$ cat config.mk
export PLATFORM = sky130hd
export DESIGN_NAME = pmt_section_parser
export DESIGN_NICKNAME = d
export VERILOG_FILES = /design/src/hdl/pmt_pkg.sv /design/src/hdl/pmt_parse.sv /design/src/hdl/pmt_queue.sv /design/src/hdl/pmt_out.sv /design/src/hdl/pmt_section_parser.sv
export SDC_FILE = /design/constraint.sdc
export NUM_CORES = 1
export LEC_CHECK = 0
export BUFFER_PORTS_ARGS = -buffer_cell sky130_fd_sc_hd__buf_4
export CAP_MARGIN = 20
export CORE_ASPECT_RATIO = 1.5
export CORE_MARGIN = 2
export CORE_UTILIZATION = 40
export DETAILED_ROUTE_END_ITERATION = 8
export PLACE_DENSITY = 0.57
export SYNTH_ARGS = -nofsm -noshare
export SYNTH_HDL_FRONTEND = slang
export SYNTH_SLANG_ARGS = --single-unit
$ cat constraint.sdc
create_clock -name clk -period 6.7 [get_ports clk]
set_clock_uncertainty 0.1 [all_clocks]
set_input_delay 0.335 -clock clk [delete_from_list [all_inputs] [get_ports clk]]
set_output_delay 0.335 -clock clk [all_outputs]
set_load 0.1 [all_outputs]
$ cat src/hdl/pmt_pkg.sv
// shared types, codes and the byte-wide crc step for the pmt section parser
`default_nettype none
package pmt_pkg;

  localparam int SECTION_BYTES_MAX_DEF = 4096;
  localparam int QUEUE_DEPTH = 4;
  localparam int CFG_IDX_W = 3;
  localparam int CFG_DATA_W = 13;
  localparam logic [31:0] CRC_POLY = 32'h04C11DB7;
  localparam logic [11:0] MIN_SECTION_LEN = 12'd13;

  typedef enum logic [2:0] {
    CFG_TABLE_ID    = 3'd0,
    CFG_MAX_SEC_LEN = 3'd1,
    CFG_PCR_MIN     = 3'd2,
    CFG_PCR_MAX     = 3'd3,
    CFG_MAX_PI_LEN  = 3'd4,
    CFG_MAX_ES_LEN  = 3'd5
  } cfg_idx_t;

  typedef enum logic [3:0] {
    ST_OK       = 4'd0,
    ST_TABLE_ID = 4'd1,
    ST_SYNTAX   = 4'd2,
    ST_SEC_LEN  = 4'd3,
    ST_MULTI    = 4'd4,
    ST_PCR_PID  = 4'd5,
    ST_PI_LEN   = 4'd6,
    ST_ES_LEN   = 4'd7,
    ST_CRC      = 4'd8
  } status_t;

  typedef enum logic {
    KIND_ENTRY = 1'b0,
    KIND_DONE  = 1'b1
  } kind_t;

  typedef enum logic [2:0] {
    PH_IDLE,
    PH_HEADER,
    PH_PROG_DESC,
    PH_ENTRIES,
    PH_CRC
  } phase_t;

  typedef struct packed {
    logic [3:0]  status;
    logic        kind;
    logic [15:0] prog_num;
    logic [4:0]  ver_num;
    logic        current_next;
    logic [12:0] pcr_pid;
    logic [11:0] prog_info_len;
    logic [7:0]  strm_type;
    logic [12:0] es_pid;
    logic [11:0] es_desc_len;
  } result_t;

  // status of the result queue seen by the output stage and the input stall logic
  typedef struct packed {
    logic full;
    logic empty;
  } queue_stat_t;

  function automatic logic [31:0] crc_byte(input logic [31:0] crc_in, input logic [7:0] b);
    logic [31:0] c;
    c = crc_in ^ {b, 24'h0};
    for (int i = 0; i < 8; i++) begin
      c = c[31] ? ((c << 1) ^ CRC_POLY) : (c << 1);
    end
    return c;
  endfunction

endpackage
`default_nettype wire

$ cat src/hdl/pmt_parse.sv
// front end: takes section bytes, tracks the section and classifies results
`default_nettype none
module pmt_parse #(
  parameter int SECTION_BYTES_MAX = pmt_pkg::SECTION_BYTES_MAX_DEF
) (
  input  wire logic                           clk,
  input  wire logic                           rst_n,
  input  wire logic                           cfg_we,
  input  wire logic [pmt_pkg::CFG_IDX_W-1:0]  cfg_index,
  input  wire logic [pmt_pkg::CFG_DATA_W-1:0] cfg_wdata,
  input  wire logic                           byte_fire,
  input  wire logic [7:0]                     data_byte,
  input  wire logic                           sec_first,
  output logic                                res_push,
  output pmt_pkg::result_t                    res
);

  localparam logic [12:0] SEC_MAX = 13'(SECTION_BYTES_MAX);

  logic [7:0]  exp_tid_r;
  logic [11:0] max_sec_r, max_pi_r, max_es_r;
  logic [12:0] pcr_min_r, pcr_max_r;

  pmt_pkg::phase_t phase_r, phase_nxt;
  logic [11:0] pos_r, pos_nxt, len_r, len_nxt, desc_r, desc_nxt;
  logic [31:0] crc_r, crc_nxt, rcrc_r, rcrc_nxt;
  logic [2:0]  idx_r, idx_nxt;
  logic [15:0] pn_r, pn_nxt;
  logic [4:0]  ver_r, ver_nxt;
  logic        cn_r, cn_nxt;
  logic [12:0] pcr_r, pcr_nxt;
  logic [11:0] pil_r, pil_nxt;
  logic [7:0]  st_r, st_nxt;
  logic [12:0] epid_r, epid_nxt;
  logic [11:0] esl_r, esl_nxt;

  logic        emit;
  logic        emit_kind;
  logic [3:0]  emit_status;
  logic        check_end, err;
  logic [11:0] np, crc_start, v, room;
  logic [12:0] pv;

  always_ff @(posedge clk) begin
    if (!rst_n) begin
      exp_tid_r <= 8'd2;
      max_sec_r <= 12'd1021;
      pcr_min_r <= 13'd16;
      pcr_max_r <= 13'd8190;
      max_pi_r  <= 12'd1023;
      max_es_r  <= 12'd1023;
    end else if (cfg_we) begin
      case (cfg_index)
        pmt_pkg::CFG_TABLE_ID:    exp_tid_r <= cfg_wdata[7:0];
        pmt_pkg::CFG_MAX_SEC_LEN: max_sec_r <= cfg_wdata[11:0];
        pmt_pkg::CFG_PCR_MIN:     pcr_min_r <= cfg_wdata;
        pmt_pkg::CFG_PCR_MAX:     pcr_max_r <= cfg_wdata;
        pmt_pkg::CFG_MAX_PI_LEN:  max_pi_r  <= cfg_wdata[11:0];
        pmt_pkg::CFG_MAX_ES_LEN:  max_es_r  <= cfg_wdata[11:0];
        default: ;
      endcase
    end
  end

  always_comb begin
    phase_nxt = phase_r; pos_nxt = pos_r; len_nxt = len_r; desc_nxt = desc_r;
    crc_nxt = crc_r; rcrc_nxt = rcrc_r; idx_nxt = idx_r;
    pn_nxt = pn_r; ver_nxt = ver_r; cn_nxt = cn_r; pcr_nxt = pcr_r; pil_nxt = pil_r;
    st_nxt = st_r; epid_nxt = epid_r; esl_nxt = esl_r;
    emit = 1'b0; emit_kind = pmt_pkg::KIND_DONE; emit_status = pmt_pkg::ST_OK;
    check_end = 1'b0; err = 1'b0;
    np = pos_r + 12'd1;
    crc_start = len_r - 12'd1;
    v = 12'd0; pv = 13'd0;
    room = (np <= crc_start) ? (crc_start - np) : 12'd0;
    if (byte_fire) begin
      if (sec_first) begin
        pos_nxt = 12'd1; len_nxt = 12'd0; desc_nxt = 12'd0;
        crc_nxt = pmt_pkg::crc_byte(32'hFFFFFFFF, data_byte);
        rcrc_nxt = 32'd0; idx_nxt = 3'd0;
        pn_nxt = 16'd0; ver_nxt = 5'd0; cn_nxt = 1'b0; pcr_nxt = 13'd0; pil_nxt = 12'd0;
        st_nxt = 8'd0; epid_nxt = 13'd0; esl_nxt = 12'd0;
        phase_nxt = pmt_pkg::PH_HEADER;
        if (data_byte != exp_tid_r) begin
          emit = 1'b1; emit_status = pmt_pkg::ST_TABLE_ID; phase_nxt = pmt_pkg::PH_IDLE;
        end
      end else if (phase_r == pmt_pkg::PH_CRC) begin
        rcrc_nxt = {rcrc_r[23:0], data_byte};
        pos_nxt = np;
        if ({1'b0, pos_r} == ({1'b0, len_r} + 13'd2)) begin
          phase_nxt = pmt_pkg::PH_IDLE;
          emit = 1'b1;
          emit_status = (crc_r == rcrc_nxt) ? pmt_pkg::ST_OK : pmt_pkg::ST_CRC;
        end
      end else if (phase_r != pmt_pkg::PH_IDLE) begin
        crc_nxt = pmt_pkg::crc_byte(crc_r, data_byte);
        case (phase_r)
          pmt_pkg::PH_HEADER: begin
            case (pos_r)
              12'd1: begin
                if (!data_byte[7]) begin
                  err = 1'b1; emit_status = pmt_pkg::ST_SYNTAX;
                end
                len_nxt = {data_byte[3:0], 8'h00};
              end
              12'd2: begin
                len_nxt = {len_r[11:8], data_byte};
                if (len_nxt > max_sec_r || len_nxt < pmt_pkg::MIN_SECTION_LEN ||
                    ({1'b0, len_nxt} + 13'd3) > SEC_MAX) begin
                  err = 1'b1; emit_status = pmt_pkg::ST_SEC_LEN;
                end
              end
              12'd3: pn_nxt = {data_byte, pn_r[7:0]};
              12'd4: pn_nxt = {pn_r[15:8], data_byte};
              12'd5: begin
                ver_nxt = data_byte[5:1];
                cn_nxt = data_byte[0];
              end
              12'd6, 12'd7: begin
                if (data_byte != 8'd0) begin
                  err = 1'b1; emit_status = pmt_pkg::ST_MULTI;
                end
              end
              12'd8: pcr_nxt = {data_byte[4:0], pcr_r[7:0]};
              12'd9: begin
                pcr_nxt = {pcr_r[12:8], data_byte};
                pv = pcr_nxt;
                if (pv < pcr_min_r || pv > pcr_max_r) begin
                  err = 1'b1; emit_status = pmt_pkg::ST_PCR_PID;
                end
              end
              12'd10: pil_nxt = {data_byte[3:0], pil_r[7:0]};
              default: begin
                pil_nxt = {pil_r[11:8], data_byte};
                v = pil_nxt;
                if (v > max_pi_r || v > (len_r - pmt_pkg::MIN_SECTION_LEN)) begin
                  err = 1'b1; emit_status = pmt_pkg::ST_PI_LEN;
                end else begin
                  desc_nxt = v;
                  phase_nxt = (v != 12'd0) ? pmt_pkg::PH_PROG_DESC : pmt_pkg::PH_ENTRIES;
                  check_end = 1'b1;
                end
              end
            endcase
          end
          pmt_pkg::PH_PROG_DESC: begin
            if (desc_r != 12'd0) desc_nxt = desc_r - 12'd1;
            if (desc_nxt == 12'd0) phase_nxt = pmt_pkg::PH_ENTRIES;
            check_end = 1'b1;
          end
          default: begin
            if (desc_r != 12'd0) begin
              desc_nxt = desc_r - 12'd1;
            end else begin
              case (idx_r)
                3'd0: begin
                  st_nxt = data_byte; epid_nxt = 13'd0; esl_nxt = 12'd0; idx_nxt = 3'd1;
                end
                3'd1: begin
                  epid_nxt = {data_byte[4:0], epid_r[7:0]}; idx_nxt = 3'd2;
                end
                3'd2: begin
                  epid_nxt = {epid_r[12:8], data_byte}; idx_nxt = 3'd3;
                end
                3'd3: begin
                  esl_nxt = {data_byte[3:0], esl_r[7:0]}; idx_nxt = 3'd4;
                end
                default: begin
                  esl_nxt = {esl_r[11:8], data_byte};
                  idx_nxt = 3'd0;
                  v = esl_nxt;
                  desc_nxt = (v < room) ? v : room;
                  emit = 1'b1;
                  emit_kind = pmt_pkg::KIND_ENTRY;
                  emit_status = (v > max_es_r || v > room) ? pmt_pkg::ST_ES_LEN
                                                           : pmt_pkg::ST_OK;
                end
              endcase
            end
            check_end = 1'b1;
          end
        endcase
        pos_nxt = np;
        if (err) begin
          emit = 1'b1; emit_kind = pmt_pkg::KIND_DONE; phase_nxt = pmt_pkg::PH_IDLE;
        end else if (check_end && np == crc_start) begin
          if (idx_nxt != 3'd0) begin
            // section ends inside an entry header
            emit = 1'b1; emit_kind = pmt_pkg::KIND_DONE;
            emit_status = pmt_pkg::ST_SEC_LEN; phase_nxt = pmt_pkg::PH_IDLE;
          end else begin
            phase_nxt = pmt_pkg::PH_CRC; rcrc_nxt = 32'd0;
          end
        end
      end
    end
  end

  always_comb begin
    res_push = emit;
    res.status = emit_status;
    res.kind = emit_kind;
    res.prog_num = pn_nxt;
    res.ver_num = ver_nxt;
    res.current_next = cn_nxt;
    res.pcr_pid = pcr_nxt;
    res.prog_info_len = pil_nxt;
    res.strm_type = (emit_kind == pmt_pkg::KIND_ENTRY) ? st_nxt : 8'd0;
    res.es_pid = (emit_kind == pmt_pkg::KIND_ENTRY) ? epid_nxt : 13'd0;
    res.es_desc_len = (emit_kind == pmt_pkg::KIND_ENTRY) ? esl_nxt : 12'd0;
  end

  always_ff @(posedge clk) begin
    if (!rst_n) begin
      phase_r <= pmt_pkg::PH_IDLE;
      pos_r <= 12'd0; len_r <= 12'd0; desc_r <= 12'd0;
      crc_r <= 32'hFFFFFFFF; rcrc_r <= 32'd0; idx_r <= 3'd0;
      pn_r <= 16'd0; ver_r <= 5'd0; cn_r <= 1'b0; pcr_r <= 13'd0; pil_r <= 12'd0;
      st_r <= 8'd0; epid_r <= 13'd0; esl_r <= 12'd0;
    end else begin
      phase_r <= phase_nxt;
      pos_r <= pos_nxt; len_r <= len_nxt; desc_r <= desc_nxt;
      crc_r <= crc_nxt; rcrc_r <= rcrc_nxt; idx_r <= idx_nxt;
      pn_r <= pn_nxt; ver_r <= ver_nxt; cn_r <= cn_nxt; pcr_r <= pcr_nxt; pil_r <= pil_nxt;
      st_r <= st_nxt; epid_r <= epid_nxt; esl_r <= esl_nxt;
    end
  end

endmodule
`default_nettype wire

$ cat src/hdl/pmt_queue.sv
// short result queue between the parser and the output stage
`default_nettype none
module pmt_queue (
  input  wire logic              clk,
  input  wire logic              rst_n,
  input  wire logic              push,
  input  wire pmt_pkg::result_t  push_data,
  input  wire logic              pop,
  output pmt_pkg::result_t       pop_data,
  output pmt_pkg::queue_stat_t   stat
);

  localparam int AW = $clog2(pmt_pkg::QUEUE_DEPTH);

  pmt_pkg::result_t mem [pmt_pkg::QUEUE_DEPTH];
  logic [AW-1:0] wp_r, wp_nxt, rp_r, rp_nxt;
  logic [AW:0]   cnt_r, cnt_nxt;

  always_comb begin
    wp_nxt = push ? wp_r + AW'(1) : wp_r;
    rp_nxt = pop ? rp_r + AW'(1) : rp_r;
    cnt_nxt = cnt_r + (AW+1)'(push) - (AW+1)'(pop);
    stat.full = (cnt_r == (AW+1)'(pmt_pkg::QUEUE_DEPTH));
    stat.empty = (cnt_r == '0);
    pop_data = mem[rp_r];
  end

  always_ff @(posedge clk) begin
    if (push) mem[wp_r] <= push_data;
  end

  always_ff @(posedge clk) begin
    if (!rst_n) begin
      wp_r <= '0; rp_r <= '0; cnt_r <= '0;
    end else begin
      wp_r <= wp_nxt; rp_r <= rp_nxt; cnt_r <= cnt_nxt;
    end
  end

endmodule
`default_nettype wire

$ cat src/hdl/pmt_out.sv
// back end: output register that hands queued results to the consumer
`default_nettype none
module pmt_out (
  input  wire logic              clk,
  input  wire logic              rst_n,
  input  wire pmt_pkg::queue_stat_t q_stat,
  input  wire pmt_pkg::result_t  q_data,
  output logic                   q_pop,
  input  wire logic              out_stall,
  output logic                   out_valid,
  output pmt_pkg::result_t       out_res
);

  logic             valid_r, valid_nxt;
  pmt_pkg::result_t res_r;

  always_comb begin
    q_pop = !q_stat.empty && (!valid_r || !out_stall);
    valid_nxt = q_pop ? 1'b1 : (valid_r && out_stall);
    out_valid = valid_r;
    out_res = res_r;
  end

  always_ff @(posedge clk) begin
    if (q_pop) res_r <= q_data;
  end

  always_ff @(posedge clk) begin
    if (!rst_n) valid_r <= 1'b0;
    else valid_r <= valid_nxt;
  end

endmodule
`default_nettype wire

$ cat src/hdl/pmt_section_parser.sv
// top level of the program map section parser
// a result passes through the result queue and the output register before it reaches the outputs
// throughput: one byte per cycle while in_stall is low; the four-entry result queue absorbs output stalls
// in_stall rises only while the result queue is full
// reset: synchronous active-low rst_n clears control state and reloads register defaults
`default_nettype none
module pmt_section_parser #(
  parameter int SECTION_BYTES_MAX = pmt_pkg::SECTION_BYTES_MAX_DEF
) (
  input  wire logic                           clk,
  input  wire logic                           rst_n,
  input  wire logic                           cfg_we,
  input  wire logic [pmt_pkg::CFG_IDX_W-1:0]  cfg_index,
  input  wire logic [pmt_pkg::CFG_DATA_W-1:0] cfg_wdata,
  input  wire logic                           in_valid,
  output logic                                in_stall,
  input  wire logic [7:0]                     in_data_byte,
  input  wire logic                           in_sec_first,
  output logic                                out_valid,
  input  wire logic                           out_stall,
  output logic                                out_kind,
  output logic [3:0]                          out_status,
  output logic [15:0]                         out_prog_num,
  output logic [4:0]                          out_ver_num,
  output logic                                out_current_next,
  output logic [12:0]                         out_pcr_pid,
  output logic [11:0]                         out_prog_info_len,
  output logic [7:0]                          out_strm_type,
  output logic [12:0]                         out_es_pid,
  output logic [11:0]                         out_es_desc_len
);

  pmt_pkg::queue_stat_t q_stat;
  pmt_pkg::result_t     push_res, q_data, o_res;
  logic                 push, pop, byte_fire;

  assign in_stall = q_stat.full;
  assign byte_fire = in_valid && !in_stall;

  pmt_parse #(.SECTION_BYTES_MAX(SECTION_BYTES_MAX)) u_parse (
    .clk, .rst_n, .cfg_we, .cfg_index, .cfg_wdata,
    .byte_fire, .data_byte(in_data_byte), .sec_first(in_sec_first),
    .res_push(push), .res(push_res)
  );

  pmt_queue u_queue (
    .clk, .rst_n, .push, .push_data(push_res), .pop, .pop_data(q_data), .stat(q_stat)
  );

  pmt_out u_out (
    .clk, .rst_n, .q_stat, .q_data, .q_pop(pop), .out_stall, .out_valid, .out_res(o_res)
  );

  assign out_kind = o_res.kind;
  assign out_status = o_res.status;
  assign out_prog_num = o_res.prog_num;
  assign out_ver_num = o_res.ver_num;
  assign out_current_next = o_res.current_next;
  assign out_pcr_pid = o_res.pcr_pid;
  assign out_prog_info_len = o_res.prog_info_len;
  assign out_strm_type = o_res.strm_type;
  assign out_es_pid = o_res.es_pid;
  assign out_es_desc_len = o_res.es_desc_len;

endmodule
`default_nettype wire

# == Word-level counts from Yosys, hierarchy flattened ==
# Memory sizes are Yosys's and may differ from the RTL's. A register that Yosys moved wholly into a read port is not among the register bits.
# Index checks and enable logic that the tools add are counted.
# word_totals
reg_bits,256
mem_bits_rw,340
out_inout_bits,87
wordCells,343
n_memories,1
# op_classes
n_addsub,11
n_lt_le_gt_ge,11
eq_ne,37
n_mux,189
n_bitwise,18
n_reduce_logical,50
# memory_table
memory,words,width,read_ports,rd_clocked_by_memory_dff,wr,line_no,text
u_queue.mem,4,85,1,1,1,pmt_queue.sv:15,pmt_pkg::result_t mem [pmt_pkg::QUEUE_DEPTH];
# op_table
cell,n
$mux W27,16
$mux W12,34
$not A14 Y14,16
$mux W13,12
$mux W24,6
$mux W32,3
$mux W16,5
$pmux W12 S2,3
$mux W3,23
$mux W8,8
$gt A12 B12 Y1,5
$mux W1,51
$eq A12 B3 Y1 const B,4
$mux W4,11
$pmux W13 S3,1
$eq A12 B4 Y1 const B,3
$pmux W12 S3,1
$eq A32 B32 Y1,1
$not A32 Y32,1
$pmux W16 S2,1
$xor A32 B32 Y32,1
$mux W5,6
$add A12 B2 Y13 const B,2
$pmux W13 S2,1
54 further kinds,101

# == Depth between registers and ports, before layout ==
# depth
depth_word,20
depth_mapped,25
mapped_depth_nobuf,22

# == Cells and area by module ==
# A second synthesis with hierarchy kept.
# unflattened
cells_unflattened,2697
hier_area_um2,31941.9
# modules_own_cells
mod,n_inst,cells_per_inst,area_per_inst_um2
pmt_parse,1,2121,16579.7
pmt_queue,1,486,12756.0
pmt_out,1,89,2592.5
pmt_section_parser,1,1,13.8

# == Worst setup path before layout ==
# OpenSTA, ideal clock, no wires.
# synth_timing
path_type,register -> register
startpoint,"register u_out.valid_r, in the netlist u_out.out_valid"
endpoint,register u_queue.cnt_r[2]
setup_ns,0.128
arrival_ns,6.792
required_ns,6.472
setup_slack_ns,-0.319
path_stages_with_launch,10
synth_period_minus_slack_ns,7.019
cell_sequence,dfxtp_1 a21oi_1 ha_1 inv_1 ha_1 inv_1 fa_1 xor2_1 xnor2_1 nor2_1
# synth_between
elab_chain_cells,4
# synth_lines
element,line_no,text
from (decl),pmt_out.sv:14,"logic valid_r, valid_nxt;"
from (signal assigned),pmt_out.sv:30,else valid_r <= valid_nxt;
$logic_not A1 Y1,pmt_out.sv:18,q_pop = !q_stat.empty && (!valid_r || !out_stall);
$logic_or A1 B1 Y1,pmt_out.sv:18,
$logic_and A1 B1 Y1,pmt_out.sv:18,
named net pop,pmt_section_parser.sv:35,"logic push, pop, byte_fire;"
$sub A3 B1 Y3,pmt_queue.sv:22,cnt_nxt = cnt_r + (AW+1)'(push) - (AW+1)'(pop);
to (signal assigned),pmt_queue.sv:36,wp_r <= wp_nxt; rp_r <= rp_nxt; cnt_r <= cnt_nxt;
to (decl),pmt_queue.sv:17,"logic [AW:0] cnt_r, cnt_nxt;"
# The timed path passes the listed nets, and every way through them passes these cells.
# A chain may end at the register's enable or synchronous reset.

# == Final worst setup path ==
# layout_timing
startpoint,register u_parse.pos_r[1]
endpoint,register u_parse.desc_r[0]
# layout_between
elab_chain_cells,11
word_cells_on_any_way,25
classes_between,add/sub (2); order compare (2); eq/ne (11); mux (8); reduce/logical (2)
# layout_lines
element,line_no,text
from (decl),pmt_parse.sv:25,"logic [11:0] pos_r, pos_nxt, len_r, len_nxt, desc_r, desc_nxt;"
from (signal assigned),pmt_parse.sv:222,pos_r <= pos_nxt; len_r <= len_nxt; desc_r <= desc_nxt;
$add A12 B1 Y12,pmt_parse.sv:72,np = pos_r + 12'd1;
$sub A12 B12 Y12 / $le A12 B12 Y1 (equally long branches),pmt_parse.sv:75,room = (np <= crc_start) ? (crc_start - np) : 12'd0;
$mux W12,pmt_parse.sv:75,
$lt A12 B12 Y1,pmt_parse.sv:172,desc_nxt = (v < room) ? v : room;
$mux W12,pmt_parse.sv:172,
$mux W12,pmt_parse.sv:155,case (idx_r)
$mux W12,pmt_parse.sv:152,if (desc_r != 12'd0) begin
$pmux W12 S2,pmt_parse.sv:97,case (phase_r)
$mux W12,pmt_parse.sv:95,end else if (phase_r != pmt_pkg::PH_IDLE) begin
$mux W12,pmt_parse.sv:87,end else if (phase_r == pmt_pkg::PH_CRC) begin
$mux W12,pmt_parse.sv:77,if (sec_first) begin
to (signal assigned),pmt_parse.sv:222,
to (decl),pmt_parse.sv:25,
# Parallel ways exist; a longest one is shown, timed or not. The select of a mux whose other input is x is not followed.

==> impl_metrics.json <==
{
  "outcome": "completed",
  "synth_enable_flop_cells": 425,
  "worst_path_largest_cell_delay_ns": 0.45,
  "tritoncts": "built",
  "grt_pass1_vias": 21600,
  "final_cell_area_excluding_filler_cells_mm2": 0.0359,
  "grt_pass1_wl_um": 133000,
  "cts_buffers": 68,
  "drive_above_1_share": 0.142,
  "antenna_found_initial": 2,
  "post-dp-hpwl_um": 59100,
  "timing.final.max_slew_violations": 0,
  "worstSetupStartpointType": "flip-flop",
  "post-route-period-util": 0.881,
  "core_mm2": 0.0787,
  "crit_slowest_cell": "sky130_fd_sc_hd__dfxtp_1",
  "category_of_the_most_critical_setup_path": "reg2reg",
  "fp.dieArea_mm2": 0.0816,
  "number_of_antenna_violating_nets_in_the_routed_design": 0,
  "syn-cell-area_mm2": 0.0317,
  "wl_per_cell_um": 23.1,
  "post-layout-total-power_mw": 13.7,
  "cts_post_setup_buffers_inserted": 0,
  "portBuffers": 116,
  "ys_types": 90,
  "timing.hold.worst.start": "cfg_index[2]",
  "pwr-share-comb": 0.341,
  "synth-seq-area-share": 0.559,
  "vdd_drop_max_v": 0.000282,
  "drt_first_iter_violations": 1442,
  "clock_tree.root_cell": "sky130_fd_sc_hd__clkbuf_16",
  "rr_worst_depth": 21,
  "timing.critical_path.to": "u_parse.desc_r[0]$_SDFFE_PN0P_",
  "timing.reg2reg.setup_slack_ns": 0.80,
  "placed_cell_area_mm2": 0.0335,
  "crit_path_cell_trace": "ha_1 -> and3_1 -> and3_1 -> nand3_1 -> xor2_1 -> ha_1 -> nand4_1 -> nor3_1 -> a211o_1 -> a21oi_1 -> buf_4 -> or3_1 -> ha_1 -> a21oi_1 -> o21ai_0 -> a2111oi_4 -> buf_4 -> nor3_1 -> a2111oi_0 -> o31ai_1 -> a22o_1",
  "layout-area-overhead-vs-synth_pct": 13.4,
  "post_synthesis_cell_count": 2689,
  "most_used_flip_flop_cell_after_synthesis": "sky130_fd_sc_hd__edfxtp_1",
  "fillers": 7141,
  "post-route-drc-count": 0,
  "max_slew.worst_pin.slew_ns": 1.17,
  "grt_usage": 0.218,
  "ctsHtreeMaxLevel": 3,
  "path_max_fanout": 23,
  "power.share.clock": 0.281,
  "final.min_clock_period_ns": 5.90,
  "layout.nets": 2916,
  "clock_latency_ns": 0.64,
  "avgViaCountPerCell": 5.57,
  "setup_viol": 0,
  "final.setup.tns_ns": 0,
  "critical_path.reg2reg.startpoint": "u_parse.pos_r[1]$_SDFFE_PN0P_",
  "crit-reg2reg-capture": "u_parse.desc_r[0]$_SDFFE_PN0P_",
  "clock.fmax_mhz": 169,
  "syn-mean-instance-area_um2": 11.8,
  "fp-row-count": 126,
  "leakage_nw": 12.9,
  "start_util": 0.403,
  "die_h_um": 349,
  "io_pins": 117,
  "grt_start_max_net_pins": 94,
  "gpl.final_weighted_congestion": 0.917,
  "vias": 21400,
  "timing.critical_path.mode_cell": "sky130_fd_sc_hd__ha_1",
  "dieWidth_um": 234,
  "grt_setup_unrepaired": "no",
  "async_flop_share": 0,
  "clkSlewWorstSetupHoldPaths_ns": 0.06,
  "synth_warnings": 0,
  "pwr-share-seq": 0.378,
  "report.final.hold_viol_count": 0,
  "cts.path.max_buffers": 3,
  "worst_ep_required_time_ns": 7.13,
  "relSlewSlack": 0.218,
  "antenna_cells_inserted": 0,
  "max_cap_violations": 0,
  "timing.hold.worst.class": "in2reg",
  "clkSinkCount": 673,
  "switching_share": 0.391,
  "drt_first_pass_iters": 7,
  "internal_power_mw": 8.32,
  "power.density_mw_per_mm2": 380,
  "syn-num-nets": 2841,
  "grt_overflow_total": 0,
  "routed_wl_um": 88700,
  "worstSetupStartpoint": "u_parse.pos_r[1]$_SDFFE_PN0P_",
  "p_sw_mw": 5.34,
  "timing.critical_path.arrival_ns": 6.33,
  "synth-seq-cells": 673,
  "timing.critical_path.to_type": "flip-flop"
}
-- per-stage QoR --
step	util	instances	setup slack, ns	hold WS, ns
2_1_floorplan	-	2689	0.684	0.332
3_3_place_gp	0.426	3702	0.866	0.344
3_5_place_dp	0.426	3702	0.869	0.349
4_1_cts	0.457	3842	0.829	0.0121
5_1_grt	0.457	3844	0.396	0.0568
6_report	0.457	3844	0.797	0.0393
-- power by group through the flow --
stage / registers [mW] / clock network [mW] / logic, mW
floorplan: 7.19 / 0 / 1.66
global route: 5.20 / 4.08 / 4.89
CTS: 5.17 / 3.92 / 4.71
global placement: 5.24 / 0 / 4.68
finish: 5.16 / 3.83 / 4.66
detailed placement: 5.26 / 0 / 4.69
-- state kept, by name (all words and copies together) (netlist names), 12 cells and up --
name and flops:
u_parse.epid_r 13, u_parse.pn_r 16, u_parse.max_es_r 12, u_parse.pcr_max_r 13
u_parse.pil_r 12, u_parse.max_pi_r 12, u_queue.mem 340, u_parse.pcr_r 13
u_parse.crc_r 32, u_out.out_res 85, u_parse.pcr_min_r 13, u_parse.desc_r 12
u_parse.pos_r 12, u_parse.max_sec_r 12, u_parse.rcrc_r 24, u_parse.len_r 12
-- how the worst min path moves through the flow --
stage	end	slack, ns	cells after the start
after detailed placement	u_parse.pcr_min_r[6]$_SDFFE_PN0P_	0.35	2
final	u_parse.max_pi_r[0]$_SDFFE_PN1P_	0.04	4
after global placement	u_parse.pcr_min_r[2]$_SDFFE_PN0P_	0.34	2
after CTS	u_parse.max_pi_r[0]$_SDFFE_PN1P_	0.01	4
after global routing	u_parse.len_r[4]$_SDFFE_PN0P_	0.06	3
after floorplan	u_parse.pcr_min_r[0]$_SDFFE_PN0P_	0.33	2
-- timing repair --
action	CTS	global route
hold endpoints to repair	71	0
resized for setup	0	0
hold buffers	14	0
-- Yosys cell counts, types with 5 or more instances --
library cell                number  area share
sky130_fd_sc_hd__edfxtp_1      425        0.40
sky130_fd_sc_hd__nand2_1       308       0.036
sky130_fd_sc_hd__dfxtp_1       248        0.16
sky130_fd_sc_hd__nor2_1        182       0.022
sky130_fd_sc_hd__xnor2_1       161       0.044
sky130_fd_sc_hd__a21oi_1       134       0.021
sky130_fd_sc_hd__ha_1          120       0.047
sky130_fd_sc_hd__clkbuf_1      109       0.013
sky130_fd_sc_hd__o21ai_0       107       0.017
sky130_fd_sc_hd__inv_1          92       0.011
sky130_fd_sc_hd__mux4_2         85       0.060
sky130_fd_sc_hd__o211ai_1       65       0.015
sky130_fd_sc_hd__and2_1         60       0.012
sky130_fd_sc_hd__nand3_1        47      0.0074
sky130_fd_sc_hd__xor2_1         47       0.013
sky130_fd_sc_hd__mux2i_1        45       0.014
sky130_fd_sc_hd__nand4_1        41      0.0081
sky130_fd_sc_hd__a22oi_1        35      0.0083
sky130_fd_sc_hd__buf_2          28      0.0044
sky130_fd_sc_hd__nor3_1         28      0.0044
sky130_fd_sc_hd__nor2b_1        24      0.0047
sky130_fd_sc_hd__and3_1         21      0.0041
sky130_fd_sc_hd__buf_1          21      0.0025
sky130_fd_sc_hd__a211oi_1       17      0.0040
sky130_fd_sc_hd__a21o_1         16      0.0038
sky130_fd_sc_hd__nand2b_1       15      0.0030
sky130_fd_sc_hd__nor4_1         14      0.0028
sky130_fd_sc_hd__o21a_1         12      0.0028
sky130_fd_sc_hd__or2_2          11      0.0022
sky130_fd_sc_hd__a32oi_1         9      0.0025
sky130_fd_sc_hd__o31ai_1         9      0.0021
sky130_fd_sc_hd__a31oi_1         8      0.0016
sky130_fd_sc_hd__nand3b_1        8      0.0019
sky130_fd_sc_hd__nand4b_1        8      0.0022
sky130_fd_sc_hd__a2bb2oi_1       7      0.0019
sky130_fd_sc_hd__and4_1          7      0.0019
sky130_fd_sc_hd__a22o_1          6      0.0017
sky130_fd_sc_hd__or3_1           6      0.0012
sky130_fd_sc_hd__buf_4           5      0.0012
sky130_fd_sc_hd__mux2_2          5      0.0018
sky130_fd_sc_hd__o31a_1          5      0.0014
-- worst max-delay path, delay by kind of cell, from the launching register on --
kind | cells | cell delay [ns]
buffers and inverters | 2 | 0.50
XOR/XNOR | 1 | 0.18
AND/OR/NAND/NOR | 7 | 1.67
AO/OA/AOI/OAI | 8 | 1.68
flip-flops | 1 | 0.45
adder cells (fa/ha/maj) | 3 | 1.19
-- area by class of cell --
class	count	area (µm²)	area share
Inverter	93	349	0.00971
Clock buffer	83	1840	0.0512
Timing Repair Buffer	170	1360	0.0379
Multi-Input combinational cell	1758	13000	0.361
Sequential cell	673	17700	0.493
Tap cell	1024	1280	0.0357
Clock inverter	43	399	0.0111
-- routing by layer --
| layer | part of all wire | global-route usage |
|---|---|---|
| met1 | 0.40 | 0.265 |
| met4 | 0.045 | 0.0983 |
| met2 | 0.51 | 0.383 |
| met5 | 0 | 0 |
| met3 | 0.045 | 0.0277 |
-- cell families (layout without fill, tap and decap cells) --
group           count (synthesis)  after routing  synth area share
simple gates                  807            807             0.122
xor+xnor                      214            214            0.0616
buf+inv                       258            389            0.0327
fa+ha+maj                     122            122            0.0486
flops                         673            673             0.559
mux                           135            135            0.0764
compound gates                480            480            0.0993
-- cells in the final DEF, fill, tap and decap left out, types with 69 or more instances in the layout --
master and count:
sky130_fd_sc_hd__buf_4 152, sky130_fd_sc_hd__a21oi_1 133, sky130_fd_sc_hd__clkbuf_16 69, sky130_fd_sc_hd__xnor2_1 161, sky130_fd_sc_hd__dfxtp_1 246, sky130_fd_sc_hd__o21ai_0 106
sky130_fd_sc_hd__nor2_1 182, sky130_fd_sc_hd__edfxtp_1 425, sky130_fd_sc_hd__mux4_2 85, sky130_fd_sc_hd__ha_1 120, sky130_fd_sc_hd__inv_1 92, sky130_fd_sc_hd__nand2_1 308
Power figures use the tool's default switching activity.
